$ cat src/mch_pkg.sv
`default_nettype none
package mch_pkg;

  localparam int SAMPLE_BITS     = 16;
  localparam int CORDIC_ITER_DEF = 16;
  localparam int HEADING_BITS    = 16;
  localparam int THRESH_BITS     = 15;
  localparam int FRAC_BITS       = 16;
  localparam int SCALE_BITS      = 19;
  localparam int RANGE_BITS      = SAMPLE_BITS + 1;
  localparam int SUM_BITS        = SAMPLE_BITS + 3;
  localparam int DIVISOR_BITS    = SAMPLE_BITS + 3;
  localparam int DIVIDEND_BITS   = SUM_BITS + FRAC_BITS;
  localparam int DELTA_BITS      = SAMPLE_BITS + 3;
  localparam int PROD_BITS       = DELTA_BITS + SCALE_BITS;
  localparam int VEC_BITS        = PROD_BITS + 2;
  localparam int ANGLE_BITS      = 33;
  localparam int MAX_ITER        = 24;
  localparam int HEADING_LIMIT   = 23040;
  localparam logic [THRESH_BITS-1:0] THRESH_RESET = THRESH_BITS'(640);
  localparam logic [SCALE_BITS-1:0]  SCALE_ONE    = SCALE_BITS'(65536);
  localparam logic [SCALE_BITS-1:0]  SCALE_MAX    = SCALE_BITS'(8 * 65536 - 1);
  localparam logic signed [ANGLE_BITS-1:0] QUARTER_TURN = ANGLE_BITS'(754974720);

  typedef struct packed {
    logic                          func;
    logic signed [SAMPLE_BITS-1:0] mag_x;
    logic signed [SAMPLE_BITS-1:0] mag_y;
    logic signed [SAMPLE_BITS-1:0] mag_z;
  } mch_in_t;

  typedef struct packed {
    logic                           car;
    logic signed [HEADING_BITS-1:0] heading;
    logic                           headings_close;
    logic                           range_degenerate;
  } mch_out_t;

  function automatic logic signed [ANGLE_BITS-1:0] atan_step(input logic [4:0] idx);
    logic [31:0] v;
    unique case (idx)
      5'd0:  v = 32'd377487360;
      5'd1:  v = 32'd222843801;
      5'd2:  v = 32'd117744544;
      5'd3:  v = 32'd59768969;
      5'd4:  v = 32'd30000467;
      5'd5:  v = 32'd15014858;
      5'd6:  v = 32'd7509261;
      5'd7:  v = 32'd3754860;
      5'd8:  v = 32'd1877459;
      5'd9:  v = 32'd938733;
      5'd10: v = 32'd469367;
      5'd11: v = 32'd234683;
      5'd12: v = 32'd117342;
      5'd13: v = 32'd58671;
      5'd14: v = 32'd29335;
      5'd15: v = 32'd14668;
      5'd16: v = 32'd7334;
      5'd17: v = 32'd3667;
      5'd18: v = 32'd1833;
      5'd19: v = 32'd917;
      5'd20: v = 32'd458;
      5'd21: v = 32'd229;
      5'd22: v = 32'd115;
      5'd23: v = 32'd57;
      default: v = 32'd0;
    endcase
    return $signed({1'b0, v});
  endfunction

endpackage
`default_nettype wire

$ cat src/magnetometer_calibrated_heading_top.sv
// Each sample passes through two serial divisions and two serial multiplications, one
// of each per axis, then the CORDIC loop and its rounding step; a zero corrected
// vector skips the loop and the rounding step.
// A new sample is taken only once the previous result has been loaded into the output
// register; a result left waiting holds the next one back. Synchronous active-low reset
// restores tables and threshold.
`default_nettype none
module magnetometer_calibrated_heading_top #(
  parameter int CORDIC_ITERATIONS = mch_pkg::CORDIC_ITER_DEF
) (
  input  wire logic                               clk,
  input  wire logic                               rst_n,
  input  wire logic                               in_valid,
  output logic                                    in_ready,
  input  wire mch_pkg::mch_in_t                   in_data,
  output logic                                    out_valid,
  input  wire logic                               out_ready,
  output mch_pkg::mch_out_t                       out_data,
  input  wire logic                               cfg_we,
  input  wire logic [mch_pkg::THRESH_BITS-1:0]    cfg_wdata
);
  import mch_pkg::*;

  typedef enum logic [2:0] {S_IDLE, S_UPD, S_RNG, S_DIV, S_MUL, S_CORD, S_FIN} state_t;

  state_t                          state_r;
  logic                            car_r, axis_r, degen_r;
  logic signed [SAMPLE_BITS-1:0]   smp_r [3];
  logic signed [SAMPLE_BITS-1:0]   amin_r [2][3];
  logic signed [SAMPLE_BITS-1:0]   amax_r [2][3];
  logic signed [HEADING_BITS-1:0]  last_r [2];
  logic [THRESH_BITS-1:0]          thresh_r;
  logic [RANGE_BITS-1:0]           rx_r, ry_r;
  logic [SUM_BITS-1:0]             sum_r;
  logic signed [DELTA_BITS-1:0]    dx_r, dy_r;
  logic [SCALE_BITS-1:0]           scale_r;
  logic signed [PROD_BITS-1:0]     cx_r;
  logic                            div_go_r, mul_go_r, cor_go_r;

  logic [RANGE_BITS-1:0]           rng [3];
  logic signed [DELTA_BITS-1:0]    dlt [2];
  logic [RANGE_BITS-1:0]           r_sel;
  logic [DIVISOR_BITS-1:0]         divisor;
  logic                            div_done, mul_done, cor_done;
  logic [DIVIDEND_BITS-1:0]        quot;
  logic signed [PROD_BITS-1:0]     prod;
  logic signed [HEADING_BITS-1:0]  hdg, h0, h1;
  logic signed [HEADING_BITS:0]    hdiff;
  logic [HEADING_BITS:0]           habs;

  always_comb begin
    for (int a = 0; a < 3; a++) begin
      rng[a] = RANGE_BITS'(amax_r[car_r][a]) - RANGE_BITS'(amin_r[car_r][a]);
    end
    for (int a = 0; a < 2; a++) begin
      dlt[a] = (DELTA_BITS'(smp_r[a]) <<< 1) - DELTA_BITS'(amax_r[car_r][a])
               - DELTA_BITS'(amin_r[car_r][a]);
    end
  end

  assign r_sel   = axis_r ? ry_r : rx_r;
  assign divisor = (DIVISOR_BITS'(r_sel) <<< 1) + DIVISOR_BITS'(r_sel);

  mch_div u_div (
    .clk      (clk),
    .rst_n    (rst_n),
    .start    (div_go_r),
    .dividend ({sum_r, FRAC_BITS'(0)}),
    .divisor  (divisor),
    .done     (div_done),
    .quotient (quot)
  );

  mch_mul u_mul (
    .clk     (clk),
    .rst_n   (rst_n),
    .start   (mul_go_r),
    .mult_a  (axis_r ? dy_r : dx_r),
    .mult_b  (scale_r),
    .done    (mul_done),
    .product (prod)
  );

  mch_cordic #(
    .CORDIC_ITERATIONS (CORDIC_ITERATIONS)
  ) u_cordic (
    .clk     (clk),
    .rst_n   (rst_n),
    .start   (cor_go_r),
    .vec_x   (cx_r),
    .vec_y   (prod),
    .done    (cor_done),
    .heading (hdg)
  );

  // The new heading takes the place of this car's previous one in the comparison.
  assign h0    = car_r ? last_r[0] : hdg;
  assign h1    = car_r ? hdg : last_r[1];
  assign hdiff = (HEADING_BITS+1)'(h0) - (HEADING_BITS+1)'(h1);
  assign habs  = hdiff[HEADING_BITS] ? -hdiff : hdiff;

  assign in_ready = (state_r == S_IDLE);

  always_ff @(posedge clk) begin
    if (!rst_n) begin
      state_r   <= S_IDLE;
      out_valid <= 1'b0;
      div_go_r  <= 1'b0;
      mul_go_r  <= 1'b0;
      cor_go_r  <= 1'b0;
      axis_r    <= 1'b0;
      thresh_r  <= THRESH_RESET;
      for (int c = 0; c < 2; c++) begin
        last_r[c] <= '0;
        for (int a = 0; a < 3; a++) begin
          amin_r[c][a] <= SAMPLE_BITS'(100);
          amax_r[c][a] <= '0;
        end
      end
    end else begin
      div_go_r <= 1'b0;
      mul_go_r <= 1'b0;
      cor_go_r <= 1'b0;
      if (cfg_we) begin
        thresh_r <= cfg_wdata;
      end
      // In the final state the output register is reloaded instead.
      if (out_valid && out_ready && state_r != S_FIN) begin
        out_valid <= 1'b0;
      end
      unique case (state_r)
        S_IDLE: begin
          if (in_valid) begin
            car_r    <= in_data.func;
            smp_r[0] <= in_data.mag_x;
            smp_r[1] <= in_data.mag_y;
            smp_r[2] <= in_data.mag_z;
            state_r  <= S_UPD;
          end
        end
        S_UPD: begin
          for (int a = 0; a < 3; a++) begin
            if (smp_r[a] < amin_r[car_r][a]) amin_r[car_r][a] <= smp_r[a];
            if (smp_r[a] > amax_r[car_r][a]) amax_r[car_r][a] <= smp_r[a];
          end
          state_r <= S_RNG;
        end
        S_RNG: begin
          rx_r     <= rng[0];
          ry_r     <= rng[1];
          sum_r    <= SUM_BITS'(rng[0]) + SUM_BITS'(rng[1]) + SUM_BITS'(rng[2]);
          dx_r     <= dlt[0];
          dy_r     <= dlt[1];
          degen_r  <= (rng[0] == '0) || (rng[1] == '0);
          axis_r   <= 1'b0;
          div_go_r <= 1'b1;
          state_r  <= S_DIV;
        end
        S_DIV: begin
          if (div_done) begin
            priority if (r_sel == '0) begin
              scale_r <= SCALE_ONE;
            end else if (quot > DIVIDEND_BITS'(SCALE_MAX)) begin
              scale_r <= SCALE_MAX;
            end else begin
              scale_r <= quot[SCALE_BITS-1:0];
            end
            mul_go_r <= 1'b1;
            state_r  <= S_MUL;
          end
        end
        S_MUL: begin
          if (mul_done) begin
            if (!axis_r) begin
              cx_r     <= prod;
              axis_r   <= 1'b1;
              div_go_r <= 1'b1;
              state_r  <= S_DIV;
            end else begin
              cor_go_r <= 1'b1;
              state_r  <= S_CORD;
            end
          end
        end
        S_CORD: begin
          if (cor_done) begin
            state_r <= S_FIN;
          end
        end
        S_FIN: begin
          if (!out_valid || out_ready) begin
            last_r[car_r]             <= hdg;
            out_valid                 <= 1'b1;
            out_data.car              <= car_r;
            out_data.heading          <= hdg;
            out_data.headings_close   <= (habs <= (HEADING_BITS+1)'(thresh_r));
            out_data.range_degenerate <= degen_r;
            state_r                   <= S_IDLE;
          end
        end
        default: state_r <= S_IDLE;
      endcase
    end
  end
endmodule
`default_nettype wire

$ cat src/mch_div.sv
`default_nettype none
module mch_div (
  input  wire logic                                 clk,
  input  wire logic                                 rst_n,
  input  wire logic                                 start,
  input  wire logic [mch_pkg::DIVIDEND_BITS-1:0]    dividend,
  input  wire logic [mch_pkg::DIVISOR_BITS-1:0]     divisor,
  output logic                                      done,
  output logic [mch_pkg::DIVIDEND_BITS-1:0]         quotient
);
  import mch_pkg::*;

  localparam int CW = $clog2(DIVIDEND_BITS + 1);

  logic [DIVIDEND_BITS-1:0] num_r;
  logic [DIVISOR_BITS:0]    rem_r;
  logic [DIVISOR_BITS-1:0]  den_r;
  logic [CW-1:0]            cnt_r;
  logic                     busy_r;
  logic [DIVISOR_BITS+1:0]  trial;
  logic [DIVISOR_BITS+1:0]  diff;

  // One quotient bit per cycle, most significant first.
  assign trial = {rem_r, num_r[DIVIDEND_BITS-1]};
  assign diff  = trial - {2'b00, den_r};

  always_ff @(posedge clk) begin
    if (!rst_n) begin
      busy_r <= 1'b0;
      done   <= 1'b0;
      cnt_r  <= '0;
    end else begin
      done <= 1'b0;
      if (start) begin
        busy_r   <= 1'b1;
        num_r    <= dividend;
        den_r    <= divisor;
        rem_r    <= '0;
        quotient <= '0;
        cnt_r    <= CW'(DIVIDEND_BITS);
      end else if (busy_r) begin
        num_r <= {num_r[DIVIDEND_BITS-2:0], 1'b0};
        if (!diff[DIVISOR_BITS+1]) begin
          rem_r    <= diff[DIVISOR_BITS:0];
          quotient <= {quotient[DIVIDEND_BITS-2:0], 1'b1};
        end else begin
          rem_r    <= trial[DIVISOR_BITS:0];
          quotient <= {quotient[DIVIDEND_BITS-2:0], 1'b0};
        end
        cnt_r <= cnt_r - 1'b1;
        if (cnt_r == CW'(1)) begin
          busy_r <= 1'b0;
          done   <= 1'b1;
        end
      end
    end
  end
endmodule
`default_nettype wire

$ cat src/mch_mul.sv
`default_nettype none
module mch_mul (
  input  wire logic                                  clk,
  input  wire logic                                  rst_n,
  input  wire logic                                  start,
  input  wire logic signed [mch_pkg::DELTA_BITS-1:0] mult_a,
  input  wire logic [mch_pkg::SCALE_BITS-1:0]        mult_b,
  output logic                                       done,
  output logic signed [mch_pkg::PROD_BITS-1:0]       product
);
  import mch_pkg::*;

  localparam int CW = $clog2(SCALE_BITS + 1);

  logic signed [PROD_BITS-1:0] a_r;
  logic [SCALE_BITS-1:0]       b_r;
  logic [CW-1:0]               cnt_r;
  logic                        busy_r;

  // Shift and add, one multiplier bit per cycle.
  always_ff @(posedge clk) begin
    if (!rst_n) begin
      busy_r <= 1'b0;
      done   <= 1'b0;
      cnt_r  <= '0;
    end else begin
      done <= 1'b0;
      if (start) begin
        busy_r  <= 1'b1;
        a_r     <= PROD_BITS'(mult_a);
        b_r     <= mult_b;
        product <= '0;
        cnt_r   <= CW'(SCALE_BITS);
      end else if (busy_r) begin
        if (b_r[0]) begin
          product <= product + a_r;
        end
        a_r   <= a_r <<< 1;
        b_r   <= b_r >> 1;
        cnt_r <= cnt_r - 1'b1;
        if (cnt_r == CW'(1)) begin
          busy_r <= 1'b0;
          done   <= 1'b1;
        end
      end
    end
  end
endmodule
`default_nettype wire

$ cat src/mch_cordic.sv
`default_nettype none
module mch_cordic #(
  parameter int CORDIC_ITERATIONS = mch_pkg::CORDIC_ITER_DEF
) (
  input  wire logic                                    clk,
  input  wire logic                                    rst_n,
  input  wire logic                                    start,
  input  wire logic signed [mch_pkg::PROD_BITS-1:0]    vec_x,
  input  wire logic signed [mch_pkg::PROD_BITS-1:0]    vec_y,
  output logic                                         done,
  output logic signed [mch_pkg::HEADING_BITS-1:0]      heading
);
  import mch_pkg::*;

  localparam int NIT = (CORDIC_ITERATIONS > MAX_ITER) ? MAX_ITER : CORDIC_ITERATIONS;

  typedef enum logic [1:0] {C_IDLE, C_ITER, C_ROUND} cstate_t;

  cstate_t                      state_r;
  logic signed [VEC_BITS-1:0]   x_r, y_r;
  logic signed [ANGLE_BITS-1:0] z_r;
  logic [4:0]                   i_r;
  logic signed [VEC_BITS-1:0]   xw, yw, xs, ys;
  logic signed [ANGLE_BITS-1:0] zr;
  logic signed [ANGLE_BITS-FRAC_BITS-1:0] hr;

  assign xw = VEC_BITS'(vec_x);
  assign yw = VEC_BITS'(vec_y);
  assign xs = x_r >>> i_r;
  assign ys = y_r >>> i_r;
  // Adding a half before the arithmetic shift rounds half up.
  assign zr = z_r + ANGLE_BITS'(1 <<< (FRAC_BITS - 1));
  assign hr = zr[ANGLE_BITS-1:FRAC_BITS];

  always_ff @(posedge clk) begin
    if (!rst_n) begin
      state_r <= C_IDLE;
      done    <= 1'b0;
      i_r     <= '0;
    end else begin
      done <= 1'b0;
      unique case (state_r)
        C_IDLE: begin
          if (start) begin
            i_r <= '0;
            if (vec_x == '0 && vec_y == '0) begin
              heading <= '0;
              done    <= 1'b1;
            end else begin
              state_r <= C_ITER;
              if (vec_x < 0) begin
                if (vec_y >= 0) begin
                  x_r <= yw;
                  y_r <= -xw;
                  z_r <= QUARTER_TURN;
                end else begin
                  x_r <= -yw;
                  y_r <= xw;
                  z_r <= -QUARTER_TURN;
                end
              end else begin
                x_r <= xw;
                y_r <= yw;
                z_r <= '0;
              end
            end
          end
        end
        C_ITER: begin
          if (!y_r[VEC_BITS-1]) begin
            x_r <= x_r + ys;
            y_r <= y_r - xs;
            z_r <= z_r + atan_step(i_r);
          end else begin
            x_r <= x_r - ys;
            y_r <= y_r + xs;
            z_r <= z_r - atan_step(i_r);
          end
          i_r <= i_r + 1'b1;
          if (i_r == 5'(NIT - 1)) begin
            state_r <= C_ROUND;
          end
        end
        C_ROUND: begin
          priority if (hr > (ANGLE_BITS-FRAC_BITS)'(HEADING_LIMIT)) begin
            heading <= HEADING_BITS'(HEADING_LIMIT);
          end else if (hr < -(ANGLE_BITS-FRAC_BITS)'(HEADING_LIMIT)) begin
            heading <= -HEADING_BITS'(HEADING_LIMIT);
          end else begin
            heading <= hr[HEADING_BITS-1:0];
          end
          done    <= 1'b1;
          state_r <= C_IDLE;
        end
        default: state_r <= C_IDLE;
      endcase
    end
  end
endmodule
`default_nettype wire

$ cat config.mk
export PLATFORM = sky130hd
export DESIGN_NAME = magnetometer_calibrated_heading_top
export DESIGN_NICKNAME = d
export VERILOG_FILES = /design/src/mch_pkg.sv /design/src/magnetometer_calibrated_heading_top.sv /design/src/mch_div.sv /design/src/mch_mul.sv /design/src/mch_cordic.sv
export SDC_FILE = /design/constraint.sdc
export NUM_CORES = 2
export LEC_CHECK = 0
export ABC_AREA = 1
export BUFFER_PORTS_ARGS = -buffer_cell sky130_fd_sc_hd__buf_2
export CAP_MARGIN = 25
export CORE_MARGIN = 8
export CORE_UTILIZATION = 45
export DETAILED_ROUTE_END_ITERATION = 6
export PLACE_DENSITY = 0.61
export REMOVE_ABC_BUFFERS = 1
export SYNTH_ARGS = -nofsm -noshare
export SYNTH_HDL_FRONTEND = slang
export SYNTH_SLANG_ARGS = --single-unit
$ cat constraint.sdc
create_clock -name clk -period 7.4 [get_ports clk]
set_clock_uncertainty 0.2 [all_clocks]
set_input_delay 0.74 -clock clk [delete_from_list [all_inputs] [get_ports clk]]
set_output_delay 0.74 -clock clk [all_outputs]
set_load 0.03 [all_outputs]
==> metrics <==
result of the run=completed; setup repair after global routing missed its margin=no; number of buffer cells added on primary ports=89; first-pass GRT wire length=306000 µm; Highest Clock Rate=0.165 GHz; data required time at the worst endpoint=7770 ps; tightest hold margin=54.0 ps; worst endpoint data arrival time=6440 ps; count of TritonRoute iterations in the first routing pass=6; Die W=390 µm; count of endpoints failing setup in the final report=0; area growth from synthesis to layout=9.76%; length of routed met3 wiring=10600 µm; top library cells by usage in the layout, fill and taps aside=1792 x nand2_1, 971 x inv_1, 792 x nor2_1; worst max-slew margin expressed relative to the limit=0.264; later-pin clock latency in the skew report=710 ps; Final Hold Fails=0; TritonCTS clock tree=built; slowest CP cell=buf_4; Tightest Pin Transition=1090 ps; classification of the worst setup path=flip-flop to flip-flop; final critical delay including setup and external delays=6070 ps; DRC violations left=0; drt total wl=199000 µm; startpoint type of the worst setup path=flip-flop; Crit Path Max Fanout=65; die area=0.152 mm²; detailed placement HPWL=155000 µm; number of unique standard cell types used by synthesis=71; number of design-rule violations left by the first detailed-router iteration=4922; cell count after synthesis=8057; crit-path max cell delay=610 ps; CTS buffer count=96; Avg Inst Size Synth=7.82 µm²; most common library cell in the layout ignoring fill and taps=nand2_1; Metal-1 WL=86200 µm; number of global-route vias before repair=53000; cells resized by post-CTS repair=0; post-DR vias/cell=5.53; hold buffer count at cts=40; area taken by multi-input logic gates=0.0340 mm²; proportion of synthesized chip area in sequential cells=0.385; CTS Root Cell=clkbuf_16; All-Layer GR Usage=0.253; final worst-path cycle share=0.820; Starting Density=0.453; Syn. warnings=0; placer congestion estimate=1.00; top routing layer in use=met4; average detailed-routed wire length per instance=19.8 µm; buffers and inverters on the worst path=4; post-CTS setup buffer count=0; Top Family by Delay on Critical Path=simple AND/OR/NAND/NOR gates; number of max-slew violations in the final report=0; # nets final=8709; pin count of the biggest net entering global routing=114; remaining global-route overflow=0; EDFF count, synth=758; htree depth=3; sequential cell area=0.0243 mm²; predominant post-synthesis flop cell=edfxtp_1; via count=55600; mapped cell area=0.0630 mm²; total power draw=19.4 mW; max-cap violation count=0; share of flip-flops with an asynchronous set or reset=0; Max IR drop VDD=0.473 mV; number of antenna violations at the first check in global routing=4; met2 wirelength from detailed routing=92500 µm; flops & latches, synth=834; hold crit path type=input port to flip-flop; share of final-layout standard cells stronger than drive strength 1=0.0571; critical path endpoint category=flip-flop; cell occurring most often along the worst timing path=nand2_1; number of ports placed on the die boundary=90; clock sink count=834; Max Buffers Root-to-Sink=3; residual antenna-violating net count after detailed routing=0; height of the chip=390 µm; Placement Rows=137; leakage power=30.6 nW; power density over the cells=280 mW/mm²; clk slew on worst S/H paths=60 ps; Floorplan Core Area=0.139 mm²; fill cell count=13700
## state kept, by name, indices dropped and copies added, names as in the netlist, 17 cells and up, named ones only
register        cells
amax_r             96
amin_r             96
smp_r              48
u_cordic.x_r       40
u_cordic.y_r       40
cx_r               38
u_mul.a_r          38
u_mul.product      38
u_div.quotient     35
u_cordic.z_r       33
last_r             32
u_div.rem_r        20
dx_r               19
dy_r               19
out_data           19
scale_r            19
sum_r              19
u_div.den_r        19
u_div.num_r        19
u_mul.b_r          19
rx_r               17
ry_r               17
## logic make-up (layout without fill, tap and decap cells)
family | Yosys count | count (layout) | share of synthesized area
AND/OR/NAND/NOR | 3539 | 3539 | 0.237
AO/OA/AOI/OAI | 1546 | 1546 | 0.137
buffers and inverters | 1240 | 1364 | 0.0757
flip-flops | 834 | 834 | 0.385
adder cells (fa/ha/maj) | 533 | 533 | 0.113
XOR/XNOR | 321 | 321 | 0.0446
multiplexers | 44 | 44 | 0.00701
other | 0 | 1 | 0
## cells in the mapped netlist, types with 5 or more instances
cell,n,share of area
o2111ai_1,5,0.00070
mux2i_1,43,0.0068
nand3b_1,17,0.0020
fa_1,60,0.019
o221ai_1,31,0.0043
inv_1,974,0.058
o21ai_2,11,0.0015
nor3_1,76,0.0060
buf_6,7,0.0013
nand2_1,1792,0.11
o22ai_1,12,0.0012
clkbuf_1,155,0.0092
nor2_1,799,0.048
o21ai_1,26,0.0021
clkinv_1,5,0.00030
nand2_2,27,0.0027
xor2_1,208,0.029
nand3_1,618,0.049
nor2_2,16,0.0016
a211oi_1,14,0.0017
edfxtp_1,758,0.36
o21ai_0,581,0.046
o211ai_1,50,0.0060
buf_1,47,0.0028
nand4_1,90,0.0089
o21bai_1,26,0.0031
xnor2_1,113,0.016
buf_2,39,0.0031
a21o_1,40,0.0048
dfxtp_1,76,0.024
nand3_2,9,0.0014
or2_2,32,0.0032
a21boi_0,14,0.0017
inv_2,9,0.00054
and3_1,11,0.0011
a21oi_1,588,0.047
o21a_1,25,0.0030
a31oi_1,63,0.0063
o31ai_1,19,0.0023
nor4_1,29,0.0029
ha_1,473,0.094
nor2_4,7,0.0013
a221oi_1,14,0.0019
## path summary, 6_finish.rpt
check	cells after the start	endpoint	slack, ps	from
worst max register to register	27	u_cordic.y_r[31]$_DFFE_PP_	1330	u_cordic.i_r[0]$_SDFFE_PN0P_
worst max-delay path	27	u_cordic.y_r[31]$_DFFE_PP_	1330	u_cordic.i_r[0]$_SDFFE_PN0P_
worst min register to register	0	out_data[2]$_DFFE_PP_	260	u_cordic.heading[0]$_SDFFCE_PP0P_
worst min-delay path	1	smp_r[0][9]$_DFFE_PP_	50	in_data[41]
## layer usage
metal / track usage / vias up
li1: - / 27400
met1: 0.331 / 26100
met2: 0.422 / 1703
met3: 0.0275 / 376
met4: 0.114 / 0
met5: 0 / -
## final cells by class
type                       instances  share of cell area
multi-input combinational       5983               0.492
sequential                       834               0.351
inverter                         989              0.0537
clock buffer                     109              0.0360
tap                             1876              0.0339
timing repair buffer             203              0.0216
clock inverter                    63              0.0111
antenna                            1           0.0000362
## through the flow
stage / setup WS, ps / area [µm²] / util / cells / TNS [ps]
after detailed placement: 1510 / 65400 / 0.470 / 9840 / 0
after global placement: 1490 / 65300 / 0.469 / 9836 / 0
after floorplan: -4080 / 61900 / - / 7806 / -508590
after CTS: 1470 / 69000 / 0.496 / 10100 / 0
final: 1330 / 69100 / 0.497 / 10100 / 0
after global routing: 939 / 69100 / 0.497 / 10100 / 0
## report_power, final
group          internal (mW)  total [mW]  switching (mW)  leakage [nW]
sequential              6.12        6.34           0.227          7.76
clock                   2.92        5.02            2.10          1.57
combinational           2.94        8.02            5.08          21.2
total                   12.0        19.4            7.40          30.6
(Power assumes the default switching activity.)
